==> src/hdl/bup_pkg.sv <==
`timescale 1ns / 1ps
// Shared types, constants and helper functions for the bounded UV projection block.
// No dependencies; bup_cordic, bup_div and bounded_uv_projection import this package.
package bup_pkg;

  localparam int CW = 47;            // CORDIC datapath width
  localparam int MW = 41;            // magnitude width used for scaling
  localparam int AW = 26;            // angle width, units of 2^-24 turn
  localparam int CORDIC_STEPS = 21;
  localparam int HALF_TURN = 8388608;
  localparam int INV_GAIN = 39797;   // 1/K in Q16
  localparam logic [16:0] Q_HALF = 17'd32768;
  localparam logic [16:0] Q_ONE = 17'd65536;

  localparam logic OP_ACC = 1'b0;
  localparam logic OP_PROJ = 1'b1;

  localparam logic [1:0] MODE_PLANAR = 2'd0;
  localparam logic [1:0] MODE_CYL = 2'd1;
  localparam logic [1:0] MODE_SPH = 2'd2;

  localparam logic [1:0] AXIS_ZY = 2'd0;
  localparam logic [1:0] AXIS_XZ = 2'd1;
  localparam logic [1:0] AXIS_XY = 2'd2;

  localparam logic CFG_MAP_MODE = 1'b0;
  localparam logic CFG_PLANAR_AXIS = 1'b1;

  typedef enum logic [3:0] {
    S_IDLE, S_DISPATCH, S_NU_GO, S_NU_WAIT, S_NV_GO, S_NV_WAIT, S_AU_GO, S_AU_WAIT,
    S_H1_GO, S_H1_WAIT, S_MUL, S_H2_GO, S_H2_WAIT, S_OUT
  } seq_state_t;

  typedef enum logic [1:0] {C_IDLE, C_NORM, C_ITER} cordic_state_t;

  typedef enum logic {D_IDLE, D_RUN} div_state_t;

  typedef struct packed {
    logic start;
    logic scale_en;
  } cordic_req_t;

  function automatic logic [21:0] atan_lut(input logic [4:0] i);
    logic [21:0] v;
    case (i)
      5'd0: v = 22'd2097152;
      5'd1: v = 22'd1238021;
      5'd2: v = 22'd654136;
      5'd3: v = 22'd332050;
      5'd4: v = 22'd166669;
      5'd5: v = 22'd83416;
      5'd6: v = 22'd41718;
      5'd7: v = 22'd20860;
      5'd8: v = 22'd10430;
      5'd9: v = 22'd5215;
      5'd10: v = 22'd2608;
      5'd11: v = 22'd1304;
      5'd12: v = 22'd652;
      5'd13: v = 22'd326;
      5'd14: v = 22'd163;
      5'd15: v = 22'd81;
      5'd16: v = 22'd41;
      5'd17: v = 22'd20;
      5'd18: v = 22'd10;
      5'd19: v = 22'd5;
      5'd20: v = 22'd3;
      default: v = 22'd0;
    endcase
    return v;
  endfunction

  // round an angle sum (2^-24 turn) to Q1.16 and clamp to [0,1]
  function automatic logic [16:0] to_q16(input logic signed [26:0] s);
    logic signed [27:0] t;
    logic signed [27:0] q;
    logic [16:0] r;
    t = 28'(s) + 28'sd128;
    q = t >>> 8;
    if (t < 0) r = 17'd0;
    else if (q > 28'sd65536) r = Q_ONE;
    else r = q[16:0];
    return r;
  endfunction

endpackage

==> src/hdl/bup_in_if.sv <==
`timescale 1ns / 1ps
// Input channel: valid/ready plus one vertex word.
// Depends on nothing.
interface bup_in_if;
  logic valid;
  logic ready;
  logic op;
  logic first_vertex;
  logic signed [31:0] x_coord;
  logic signed [31:0] y_coord;
  logic signed [31:0] z_coord;

  modport source(output valid, op, first_vertex, x_coord, y_coord, z_coord, input ready);
  modport sink(input valid, op, first_vertex, x_coord, y_coord, z_coord, output ready);
endinterface

==> src/hdl/bup_out_if.sv <==
`timescale 1ns / 1ps
// Result channel: valid/ready plus one UV word.
// Depends on nothing.
interface bup_out_if;
  logic valid;
  logic ready;
  logic [16:0] u_coord;
  logic [16:0] v_coord;
  logic no_bounds;

  modport source(output valid, u_coord, v_coord, no_bounds, input ready);
  modport sink(input valid, u_coord, v_coord, no_bounds, output ready);
endinterface

==> src/hdl/bup_cordic.sv <==
`timescale 1ns / 1ps
// Iterative vectoring CORDIC with pre-scaling: one shift or one rotation per cycle.
// Depends on bup_pkg.
module bup_cordic import bup_pkg::*; (
  input  logic                 clk,
  input  logic                 rst_n,
  input  cordic_req_t          req,
  input  logic signed [CW-1:0] x_in,
  input  logic signed [CW-1:0] y_in,
  input  logic [MW-1:0]        m_in,
  output logic                 done,
  output logic signed [CW-1:0] x_out,
  output logic signed [AW-1:0] ang_out,
  output logic [5:0]           shamt
);

  localparam logic [4:0] LAST = 5'(CORDIC_STEPS - 1);

  cordic_state_t st_r, st_nxt;
  logic signed [CW-1:0] x_r, y_r;
  logic [MW-1:0] m_r;
  logic signed [AW-1:0] a_r;
  logic [4:0] i_r;
  logic flip_r, done_r;
  logic [5:0] shamt_r;

  logic norm_end;
  logic signed [CW-1:0] xs, ys;
  logic signed [AW-1:0] tab, a_wrap;

  assign norm_end = (m_r == '0) || m_r[MW-1];
  assign xs = x_r >>> i_r;
  assign ys = y_r >>> i_r;
  assign tab = AW'(atan_lut(i_r));
  assign a_wrap = a_r + AW'(HALF_TURN);

  always_comb begin
    st_nxt = st_r;
    case (st_r)
      C_IDLE: if (req.start) st_nxt = C_NORM;
      C_NORM: if (norm_end) st_nxt = C_ITER;
      C_ITER: if (i_r == LAST) st_nxt = C_IDLE;
      default: st_nxt = C_IDLE;
    endcase
  end

  always_ff @(posedge clk) begin
    if (!rst_n) begin
      st_r <= C_IDLE;
      done_r <= 1'b0;
    end else begin
      st_r <= st_nxt;
      done_r <= (st_r == C_ITER) && (i_r == LAST);
    end
  end

  always_ff @(posedge clk) begin
    case (st_r)
      C_IDLE: begin
        if (req.start) begin
          x_r <= x_in;
          y_r <= y_in;
          m_r <= req.scale_en ? m_in : {1'b1, {(MW-1){1'b0}}};
          shamt_r <= '0;
        end
      end
      C_NORM: begin
        if (norm_end) begin
          flip_r <= x_r[CW-1];
          if (x_r[CW-1]) begin
            x_r <= -x_r;
            y_r <= -y_r;
          end
          a_r <= '0;
          i_r <= '0;
        end else if (m_r[MW-1:MW-8] == '0) begin
          x_r <= x_r <<< 8;
          y_r <= y_r <<< 8;
          m_r <= m_r << 8;
          shamt_r <= shamt_r + 6'd8;
        end else begin
          x_r <= x_r <<< 1;
          y_r <= y_r <<< 1;
          m_r <= m_r << 1;
          shamt_r <= shamt_r + 6'd1;
        end
      end
      C_ITER: begin
        if (y_r > 0) begin
          x_r <= x_r + ys;
          y_r <= y_r - xs;
          a_r <= a_r + tab;
        end else begin
          x_r <= x_r - ys;
          y_r <= y_r + xs;
          a_r <= a_r - tab;
        end
        i_r <= i_r + 5'd1;
      end
      default: ;
    endcase
  end

  assign done = done_r;
  assign x_out = x_r;
  assign shamt = shamt_r;
  // undo the left-half-plane flip, keeping the angle in (-half, half]
  assign ang_out = !flip_r ? a_r
                 : (a_wrap > AW'(HALF_TURN)) ? a_wrap - AW'(2 * HALF_TURN) : a_wrap;

endmodule

==> src/hdl/bup_div.sv <==
`timescale 1ns / 1ps
// Range normalizer: (val-lo)/(hi-lo) in Q1.16 by restoring division, one bit per cycle.
// Depends on bup_pkg.
module bup_div import bup_pkg::*; (
  input  logic               clk,
  input  logic               rst_n,
  input  logic               start,
  input  logic signed [31:0] val,
  input  logic signed [31:0] lo,
  input  logic signed [31:0] hi,
  output logic               done,
  output logic [16:0]        q
);

  div_state_t st_r, st_nxt;
  logic [31:0] rem_r, r_r;
  logic [16:0] num_r, q_r;
  logic [4:0] cnt_r;
  logic done_r;

  logic signed [32:0] rng, dif;
  logic [48:0] numer;
  logic [32:0] trial;
  logic fast;

  assign rng = 33'(hi) - 33'(lo);
  assign dif = 33'(val) - 33'(lo);
  assign numer = {1'b0, dif[31:0], 16'd0} + 49'(rng[32:1]);
  assign fast = (rng <= 0) || (dif <= 0) || (dif >= rng);
  assign trial = {rem_r, num_r[16]};

  always_comb begin
    st_nxt = st_r;
    case (st_r)
      D_IDLE: if (start && !fast) st_nxt = D_RUN;
      D_RUN: if (cnt_r == 5'd16) st_nxt = D_IDLE;
      default: st_nxt = D_IDLE;
    endcase
  end

  always_ff @(posedge clk) begin
    if (!rst_n) begin
      st_r <= D_IDLE;
      done_r <= 1'b0;
    end else begin
      st_r <= st_nxt;
      done_r <= (st_r == D_IDLE && start && fast) || (st_r == D_RUN && cnt_r == 5'd16);
    end
  end

  always_ff @(posedge clk) begin
    case (st_r)
      D_IDLE: begin
        if (start) begin
          if (rng <= 0) q_r <= Q_HALF;
          else if (dif <= 0) q_r <= 17'd0;
          else if (dif >= rng) q_r <= Q_ONE;
          rem_r <= numer[48:17];
          num_r <= numer[16:0];
          r_r <= rng[31:0];
          cnt_r <= '0;
        end
      end
      D_RUN: begin
        if (trial >= {1'b0, r_r}) begin
          rem_r <= 32'(trial - {1'b0, r_r});
          q_r <= {q_r[15:0], 1'b1};
        end else begin
          rem_r <= trial[31:0];
          q_r <= {q_r[15:0], 1'b0};
        end
        num_r <= {num_r[15:0], 1'b0};
        cnt_r <= cnt_r + 5'd1;
      end
      default: ;
    endcase
  end

  assign done = done_r;
  assign q = q_r;

endmodule

==> src/hdl/bounded_uv_projection.sv <==
`timescale 1ns / 1ps
// Bounded UV projection: bounding-box accumulation and planar/cylindrical/spherical UV mapping.
// Depends on bup_pkg, bup_in_if, bup_out_if, bup_cordic and bup_div.
//
// Use: stream accumulate words (op=0) to build the box, first_vertex=1 restarts it; then
// stream project words (op=1), each giving one UV word on out_ch. Registers map_mode and
// planar_axis are written through cfg_we/cfg_idx/cfg_wdata; the user must write them only
// while the block is idle, since the block itself does not enforce it. One word is handled
// at a time: in_ch.ready is high only when the block is idle. Accumulate words give no
// result. Project words run a sequencer over one shared restoring divider and one shared
// vectoring CORDIC (pre-scaling shifts plus 21 rotations a run): planar runs the divider
// twice, cylindrical the CORDIC then the divider, spherical the CORDIC up to three times;
// a project word before any bounds goes straight to the result with no_bounds set.
// The result sits in the output register until out_ch.ready; a stalled receiver holds
// the block and no new word is taken meanwhile.
// Reset (synchronous, rst_n low) clears the box, map_mode to planar, planar_axis to 1.
module bounded_uv_projection import bup_pkg::*; (
  input  logic        clk,
  input  logic        rst_n,
  bup_in_if.sink      in_ch,
  bup_out_if.source   out_ch,
  input  logic        cfg_we,
  input  logic        cfg_idx,
  input  logic [1:0]  cfg_wdata
);

  seq_state_t st_r, st_nxt;
  logic [1:0] mode_r, axis_r;
  logic signed [31:0] lo_r [3];
  logic signed [31:0] hi_r [3];
  logic signed [31:0] p_r [3];
  logic signed [34:0] d_r [3];
  logic seen_r;
  logic [16:0] u_r, v_r;
  logic nb_r;
  logic signed [CW-1:0] kx_r, h_r;
  logic [5:0] shamt_r;

  logic acc_go, proj_go, restart, is_cyl, is_sph;
  logic signed [31:0] pin [3];
  logic [1:0] k_u, k_v, k_sel;
  logic [34:0] ad [3];
  logic [MW-1:0] m_xz, m_all;
  seq_state_t after_au;

  cordic_req_t creq;
  logic signed [CW-1:0] cx, cy;
  logic [MW-1:0] cm;
  logic c_done;
  logic signed [CW-1:0] c_x;
  logic signed [AW-1:0] c_ang;
  logic [5:0] c_shamt;
  logic div_start, div_done;
  logic [16:0] div_q;
  logic signed [63:0] prod;

  assign pin[0] = in_ch.x_coord;
  assign pin[1] = in_ch.y_coord;
  assign pin[2] = in_ch.z_coord;
  assign acc_go = (st_r == S_IDLE) && in_ch.valid && (in_ch.op == OP_ACC);
  assign proj_go = (st_r == S_IDLE) && in_ch.valid && (in_ch.op == OP_PROJ);
  assign restart = in_ch.first_vertex || !seen_r;
  assign is_cyl = (mode_r == MODE_CYL);
  assign is_sph = (mode_r == MODE_SPH);

  assign k_u = (axis_r == AXIS_ZY) ? 2'd2 : 2'd0;
  assign k_v = (is_cyl || axis_r == AXIS_ZY || axis_r == AXIS_XY) ? 2'd1 : 2'd2;
  assign k_sel = (st_r == S_NU_GO) ? k_u : k_v;

  always_comb begin
    for (int k = 0; k < 3; k++) ad[k] = d_r[k][34] ? 35'(-d_r[k]) : 35'(d_r[k]);
  end
  assign m_xz = MW'((ad[0] > ad[2]) ? ad[0] : ad[2]);
  assign m_all = (MW'(ad[1]) > m_xz) ? MW'(ad[1]) : m_xz;

  assign after_au = is_cyl ? S_NV_GO : ((d_r[1] == '0) ? S_OUT : S_H1_GO);

  always_comb begin
    st_nxt = st_r;
    case (st_r)
      S_IDLE: if (proj_go) st_nxt = seen_r ? S_DISPATCH : S_OUT;
      S_DISPATCH: begin
        if (is_sph && d_r[0] == '0 && d_r[1] == '0 && d_r[2] == '0) st_nxt = S_OUT;
        else if (is_cyl || is_sph) st_nxt = S_AU_GO;
        else st_nxt = S_NU_GO;
      end
      S_NU_GO: st_nxt = S_NU_WAIT;
      S_NU_WAIT: if (div_done) st_nxt = S_NV_GO;
      S_NV_GO: st_nxt = S_NV_WAIT;
      S_NV_WAIT: if (div_done) st_nxt = S_OUT;
      S_AU_GO: st_nxt = (d_r[2] == '0) ? after_au : S_AU_WAIT;
      S_AU_WAIT: if (c_done) st_nxt = after_au;
      S_H1_GO: st_nxt = S_H1_WAIT;
      S_H1_WAIT: if (c_done) st_nxt = S_MUL;
      S_MUL: st_nxt = S_H2_GO;
      S_H2_GO: st_nxt = S_H2_WAIT;
      S_H2_WAIT: if (c_done) st_nxt = S_OUT;
      S_OUT: if (out_ch.ready) st_nxt = S_IDLE;
      default: st_nxt = S_IDLE;
    endcase
  end

  always_comb begin
    in_ch.ready = (st_r == S_IDLE);
    out_ch.valid = (st_r == S_OUT);
    div_start = (st_r == S_NU_GO) || (st_r == S_NV_GO);
    creq.start = ((st_r == S_AU_GO) && d_r[2] != '0) || (st_r == S_H1_GO) || (st_r == S_H2_GO);
    creq.scale_en = (st_r != S_H2_GO);
    cx = {{(CW-35){d_r[0][34]}}, d_r[0]};
    cy = {{(CW-35){d_r[2][34]}}, d_r[2]};
    cm = m_xz;
    case (st_r)
      S_H1_GO: cm = m_all;
      S_H2_GO: begin
        cx = h_r;
        cy = {{(CW-35){d_r[1][34]}}, d_r[1]} <<< shamt_r;
      end
      default: ;
    endcase
  end

  assign out_ch.u_coord = u_r;
  assign out_ch.v_coord = v_r;
  assign out_ch.no_bounds = nb_r;

  always_ff @(posedge clk) begin
    if (!rst_n) begin
      st_r <= S_IDLE;
      mode_r <= MODE_PLANAR;
      axis_r <= AXIS_XZ;
      seen_r <= 1'b0;
      for (int k = 0; k < 3; k++) begin
        lo_r[k] <= '0;
        hi_r[k] <= '0;
      end
    end else begin
      st_r <= st_nxt;
      if (cfg_we) begin
        case (cfg_idx)
          CFG_MAP_MODE: mode_r <= cfg_wdata;
          CFG_PLANAR_AXIS: axis_r <= cfg_wdata;
          default: ;
        endcase
      end
      if (acc_go) begin
        seen_r <= 1'b1;
        for (int k = 0; k < 3; k++) begin
          if (restart || pin[k] < lo_r[k]) lo_r[k] <= pin[k];
          if (restart || pin[k] > hi_r[k]) hi_r[k] <= pin[k];
        end
      end
    end
  end

  assign prod = 64'(kx_r) * 64'(INV_GAIN);

  always_ff @(posedge clk) begin
    if (proj_go) begin
      u_r <= '0;
      v_r <= '0;
      nb_r <= !seen_r;
      for (int k = 0; k < 3; k++) begin
        p_r[k] <= pin[k];
        d_r[k] <= {pin[k][31], pin[k][31], pin[k], 1'b0}
                  - (35'(lo_r[k]) + 35'(hi_r[k]));
      end
    end
    case (st_r)
      S_DISPATCH: if (is_sph) begin
        u_r <= Q_HALF;
        v_r <= Q_HALF;
      end
      S_AU_GO: if (d_r[2] == '0) u_r <= d_r[0][34] ? Q_ONE : Q_HALF;
      S_AU_WAIT: if (c_done) u_r <= to_q16({c_ang[AW-1], c_ang} + 27'(HALF_TURN));
      S_NU_WAIT: if (div_done) u_r <= div_q;
      S_NV_WAIT: if (div_done) v_r <= div_q;
      S_H1_WAIT: if (c_done) begin
        kx_r <= c_x;
        shamt_r <= c_shamt;
      end
      S_MUL: h_r <= prod[63] ? '0 : CW'(prod >>> 16);
      S_H2_WAIT: if (c_done) v_r <= to_q16({c_ang, 1'b0} + 27'(HALF_TURN));
      default: ;
    endcase
  end

  bup_cordic u_cordic (
    .clk(clk), .rst_n(rst_n), .req(creq), .x_in(cx), .y_in(cy), .m_in(cm),
    .done(c_done), .x_out(c_x), .ang_out(c_ang), .shamt(c_shamt)
  );

  bup_div u_div (
    .clk(clk), .rst_n(rst_n), .start(div_start),
    .val(p_r[k_sel]), .lo(lo_r[k_sel]), .hi(hi_r[k_sel]),
    .done(div_done), .q(div_q)
  );

endmodule

==> src/flat_wrapper.sv <==
// flat-port wrapper written by rule: the top's interface ports become plain ports
module bounded_uv_projection_flat import bup_pkg::*;
  (clk, rst_n, cfg_we, cfg_idx, cfg_wdata, in_ch_valid, in_ch_op, in_ch_first_vertex, in_ch_x_coord, in_ch_y_coord, in_ch_z_coord, in_ch_ready, out_ch_valid, out_ch_u_coord, out_ch_v_coord, out_ch_no_bounds, out_ch_ready);
  bup_in_if in_ch_i ();
  bup_out_if out_ch_i ();
  input  logic clk;
  input  logic rst_n;
  input  logic cfg_we;
  input  logic cfg_idx;
  input  logic [1:0] cfg_wdata;
  input wire logic [$bits(in_ch_i.valid)-1:0] in_ch_valid;
  input wire logic [$bits(in_ch_i.op)-1:0] in_ch_op;
  input wire logic [$bits(in_ch_i.first_vertex)-1:0] in_ch_first_vertex;
  input wire logic [$bits(in_ch_i.x_coord)-1:0] in_ch_x_coord;
  input wire logic [$bits(in_ch_i.y_coord)-1:0] in_ch_y_coord;
  input wire logic [$bits(in_ch_i.z_coord)-1:0] in_ch_z_coord;
  output wire logic [$bits(in_ch_i.ready)-1:0] in_ch_ready;
  output wire logic [$bits(out_ch_i.valid)-1:0] out_ch_valid;
  output wire logic [$bits(out_ch_i.u_coord)-1:0] out_ch_u_coord;
  output wire logic [$bits(out_ch_i.v_coord)-1:0] out_ch_v_coord;
  output wire logic [$bits(out_ch_i.no_bounds)-1:0] out_ch_no_bounds;
  input wire logic [$bits(out_ch_i.ready)-1:0] out_ch_ready;
  assign in_ch_i.valid = in_ch_valid;
  assign in_ch_i.op = in_ch_op;
  assign in_ch_i.first_vertex = in_ch_first_vertex;
  assign in_ch_i.x_coord = in_ch_x_coord;
  assign in_ch_i.y_coord = in_ch_y_coord;
  assign in_ch_i.z_coord = in_ch_z_coord;
  assign in_ch_ready = in_ch_i.ready;
  assign out_ch_valid = out_ch_i.valid;
  assign out_ch_u_coord = out_ch_i.u_coord;
  assign out_ch_v_coord = out_ch_i.v_coord;
  assign out_ch_no_bounds = out_ch_i.no_bounds;
  assign out_ch_i.ready = out_ch_ready;
  bounded_uv_projection u_core (.clk(clk), .rst_n(rst_n), .in_ch(in_ch_i), .out_ch(out_ch_i), .cfg_we(cfg_we), .cfg_idx(cfg_idx), .cfg_wdata(cfg_wdata));
endmodule
==> config.mk <==
export PLATFORM = sky130hd
export DESIGN_NAME = bounded_uv_projection_flat
export DESIGN_NICKNAME = d
export VERILOG_FILES = /design/src/hdl/bup_pkg.sv /design/src/hdl/bup_in_if.sv /design/src/hdl/bup_out_if.sv /design/src/hdl/bup_cordic.sv /design/src/hdl/bup_div.sv /design/src/hdl/bounded_uv_projection.sv /design/src/flat_wrapper.sv
export SDC_FILE = /design/constraint.sdc
export NUM_CORES = 2
export LEC_CHECK = 0
export BUFFER_PORTS_ARGS = -buffer_cell sky130_fd_sc_hd__buf_2
export CAP_MARGIN = 20
export CELL_PAD_IN_SITES_DETAIL_PLACEMENT = 1
export CELL_PAD_IN_SITES_GLOBAL_PLACEMENT = 2
export CORE_MARGIN = 5
export CORE_UTILIZATION = 37
export DETAILED_ROUTE_END_ITERATION = 10
export GPL_TIMING_DRIVEN = 0
export PLACE_DENSITY = 0.83
export SLEW_MARGIN = 15
export SYNTH_ARGS = -nofsm -noshare
export SYNTH_HDL_FRONTEND = slang
export SYNTH_SLANG_ARGS = --single-unit
==> constraint.sdc <==
create_clock -name clk -period 24.7 [get_ports clk]
set_input_delay 1.235 -clock clk [delete_from_list [all_inputs] [get_ports clk]]
set_output_delay 1.235 -clock clk [all_outputs]
set_load 0.01 [all_outputs]
==> results.ini <==
[logic_synthesis]
synth_ff_type=edfxtp_1
synthTopCellsByArea=edfxtp_1 24%, ha_1 13%, fa_1 7.9%, inv_1 4.2%, nand2_1 3.9%
netlist_area_sq_um=96340
synth-seq-cells=840
async_flop_share_pct=0
synth-xor-area-share_pct=6.535
synth_fa_ha_area_share_pct=21.33
syn_nets=12270
syn_avg_cell_area_sq_um=8.959
synth_seq_area_share_pct=25.46
synthDistinctLibCells=118
synthCells=10750
muxShareOfSynthArea_pct=7.790
synth-edff-count=770
synth.top_cell.area_share_pct=24.00
synth_top_family_by_area=adder cells
synth_compound_area_share_pct=17.80
synth_warnings=0
synth-simple-area-share_pct=14.57
yosysTopAreaCell=edfxtp_1

[setup_path]
cp.depth=30
critPathRequiredTime_ps=25220
cp_slowest_cell=clkbuf_1
path_class=register to register
ff2ff_path_depth=30
cpLargestDelayFamily=compound AO/OA/AOI/OAI gates
cp-start-kind=register
path_max_fanout=10
path_buf_inv=5
crit_arrival_ps=11180
end_kind=register
critPathMaxStageDelay_ps=910

[timing]
finClkSkew_ps=53.06
setup_slack_ps=14040
fin_crit_sh_pct=43.16
clock.fmax_mhz=93.81
finalHoldViolations=0
setup_violations=0
timing.slew.headroom_pct=15.25
rsz0062_at_grt=false
tightest_slew_ps=1271
finalCriticalPeriod_ps=10660
slew_violations=0
tns_ps=0

[floorplanning]
die_w_microns=520.3
placementRows=187
dieArea_sq_um=270700
io_pins=143
coreArea_sq_um=259500
start_util_pct=37.13
die_y_microns=520.3

[cells_and_area]
syn_to_final_growth_pct=9.847
final_layout_size_suffix_gt1_share_pct=7.548
final_nets=12570

[outcome]
outcome=completed

[route]
initialDrtViolationCount=7509
wl_per_cell_microns=32.78
antenna_left=0
firstDrtPassIters=8
via_count=88820
drc=0
vias_per_cell=6.093
finalWirelength_microns=477800

[grt]
grt-ovfl-total=0
grt_use_total_pct=34.12
antenna_found_initial=33
grt_max_degree=112
grt_pass1_vias=92350
grt_pass1_wl_microns=672300

[min_path]
hp-class=register to register
hold_depth=2

[clocking]
cts_hold_buf=0
htreeDepth=3
cts_buffer_depth=3
cts_buffers=104
post-cts-setup-buffers=0
clk_pin_slew_ps=70
cts-root-buf=clkbuf_16
clock_latency_ps=820
clkSinkCount=840
cts_tree=done
cts-resized-gates=0

[flow_run]
maxCapViolCount=0

[placed_design]
gp_congestion=1.025
hpwl_microns=403600
dp_slack_ps=14090
port_buffers=142

-- cells by family (layout without fill, tap and decap cells) --
kind of cell,Yosys count,after routing
AND/OR/NAND/NOR,2997,2997
AO/OA/AOI/OAI,2663,2663
buffers and inverters,1581,1970
adder cells (fa/ha/maj),1414,1414
flip-flops,840,840
XOR/XNOR,718,718
multiplexers,540,540
other,0,33
-- state kept, by name, indices dropped and copies added (netlist names), 4 cells and up --
| register | count |
|---|---|
| u_core.hi_r | 96 |
| u_core.st_r | 4 |
| u_core.u_div.rem_r | 32 |
| u_core.u_cordic.m_r | 41 |
| u_core.u_cordic.a_r | 26 |
| u_core.h_r | 47 |
| u_core.u_cordic.i_r | 5 |
| u_core.u_div.cnt_r | 5 |
| u_core.u_cordic.shamt | 6 |
| u_core.kx_r | 47 |
| u_core.shamt_r | 6 |
| u_core.u_cordic.y_r | 47 |
| u_core.u_cordic.tab | 22 |
| u_core.u_div.num_r | 17 |
| u_core.out_ch.u_coord | 17 |
| u_core.u_div.r_r | 32 |
| u_core.p_r | 96 |
| u_core.u_cordic.x_out | 47 |
| u_core.out_ch.v_coord | 17 |
| u_core.u_div.q | 17 |
| u_core.lo_r | 96 |
| u_core.d_r | 105 |
-- per-layer routing --
layer  wire length (microns)  GRT usage (%)  vias up
met5                      83              0        -
met4                   42710          25.03       12
met3                   29130          5.105     1110
met2                  221200          56.39     3478
met1                  184600          40.38    44970
li1                        -              -    39250
-- worst min-delay path, stage by stage, from the launching register on --
cell	delay (ps)
dfxtp_1	310
nand2_1	50
a21oi_1	60
-- cells in the mapped netlist (all sizes together) (97+ instances only) --
cell    count
mux2i     288
clkbuf    369
xnor2     402
nor2b     117
a31oi     122
nand4      97
xor2      316
buf       128
mux4      157
nor3      194
fa        381
nand2    1003
nand3     178
ha       1033
o21a      107
edfxtp    770
a21o      300
nor2      859
o21ai     611
a21oi     737
inv      1080
-- placed cells by master, fill, tap and decap left out, types with 73 or more instances in the layout --
| cell type | netlist | layout |
|---|---|---|
| mux2i_1 | 287 | 287 |
| nor2b_1 | 117 | 117 |
| nand2b_1 | 94 | 94 |
| a21o_1 | 300 | 299 |
| a21oi_1 | 734 | 732 |
| mux4_2 | 156 | 156 |
| o21a_1 | 107 | 107 |
| xnor2_1 | 402 | 402 |
| clkbuf_1 | 368 | 381 |
| nor3_1 | 186 | 184 |
| clkbuf_16 | 0 | 105 |
| edfxtp_1 | 770 | 770 |
| fa_1 | 381 | 381 |
| nand3_1 | 175 | 175 |
| mux2_2 | 95 | 95 |
| ha_1 | 1033 | 1033 |
| a221oi_1 | 80 | 76 |
| o21ai_0 | 593 | 587 |
| a31oi_1 | 122 | 122 |
| buf_2 | 43 | 188 |
| o221ai_1 | 77 | 77 |
| nand2_1 | 1003 | 1002 |
| nor2_1 | 856 | 854 |
| nand4_1 | 96 | 96 |
| and3_1 | 73 | 73 |
| inv_1 | 1077 | 1075 |
| xor2_1 | 315 | 315 |
-- layout make-up --
type / instances / area (sq um)
repair buffers: 193 / 1443
inverters: 1084 / 4076
diodes: 33 / 82.58
multi-input cells: 8332 / 65720
well taps: 3402 / 4257
fillers: 30160 / 153700
flip-flops and latches: 840 / 24520
plain buffers: 497 / 2226
clock buffers: 135 / 2793
clock inverters: 61 / 704.4
-- worst paths after layout --
check                   start                endpoint  slack (ps)
min reg2reg  u_core.axis_r[1]        u_core.axis_r[1]         470
max            u_core.st_r[1]  u_core.u_div.rem_r[27]       14040
min          u_core.axis_r[1]        u_core.axis_r[1]         470
max reg2reg    u_core.st_r[1]  u_core.u_div.rem_r[27]       14040
-- through the flow --
step	std cells	area (sq um)	util [%]	hold WS, ps
global route	14560	105800	40.77	498.6
CTS	14540	105700	40.74	474.3
global placement	14300	101300	39.04	450.7
detailed placement	14340	102200	39.39	463.5
floorplan	10750	96340	-	436.6
finish	14580	105800	40.78	472.0
Power is left out: the tool's default activity adds up to more than one toggle a clock period on the data nets, which glitch-free logic cannot reach.
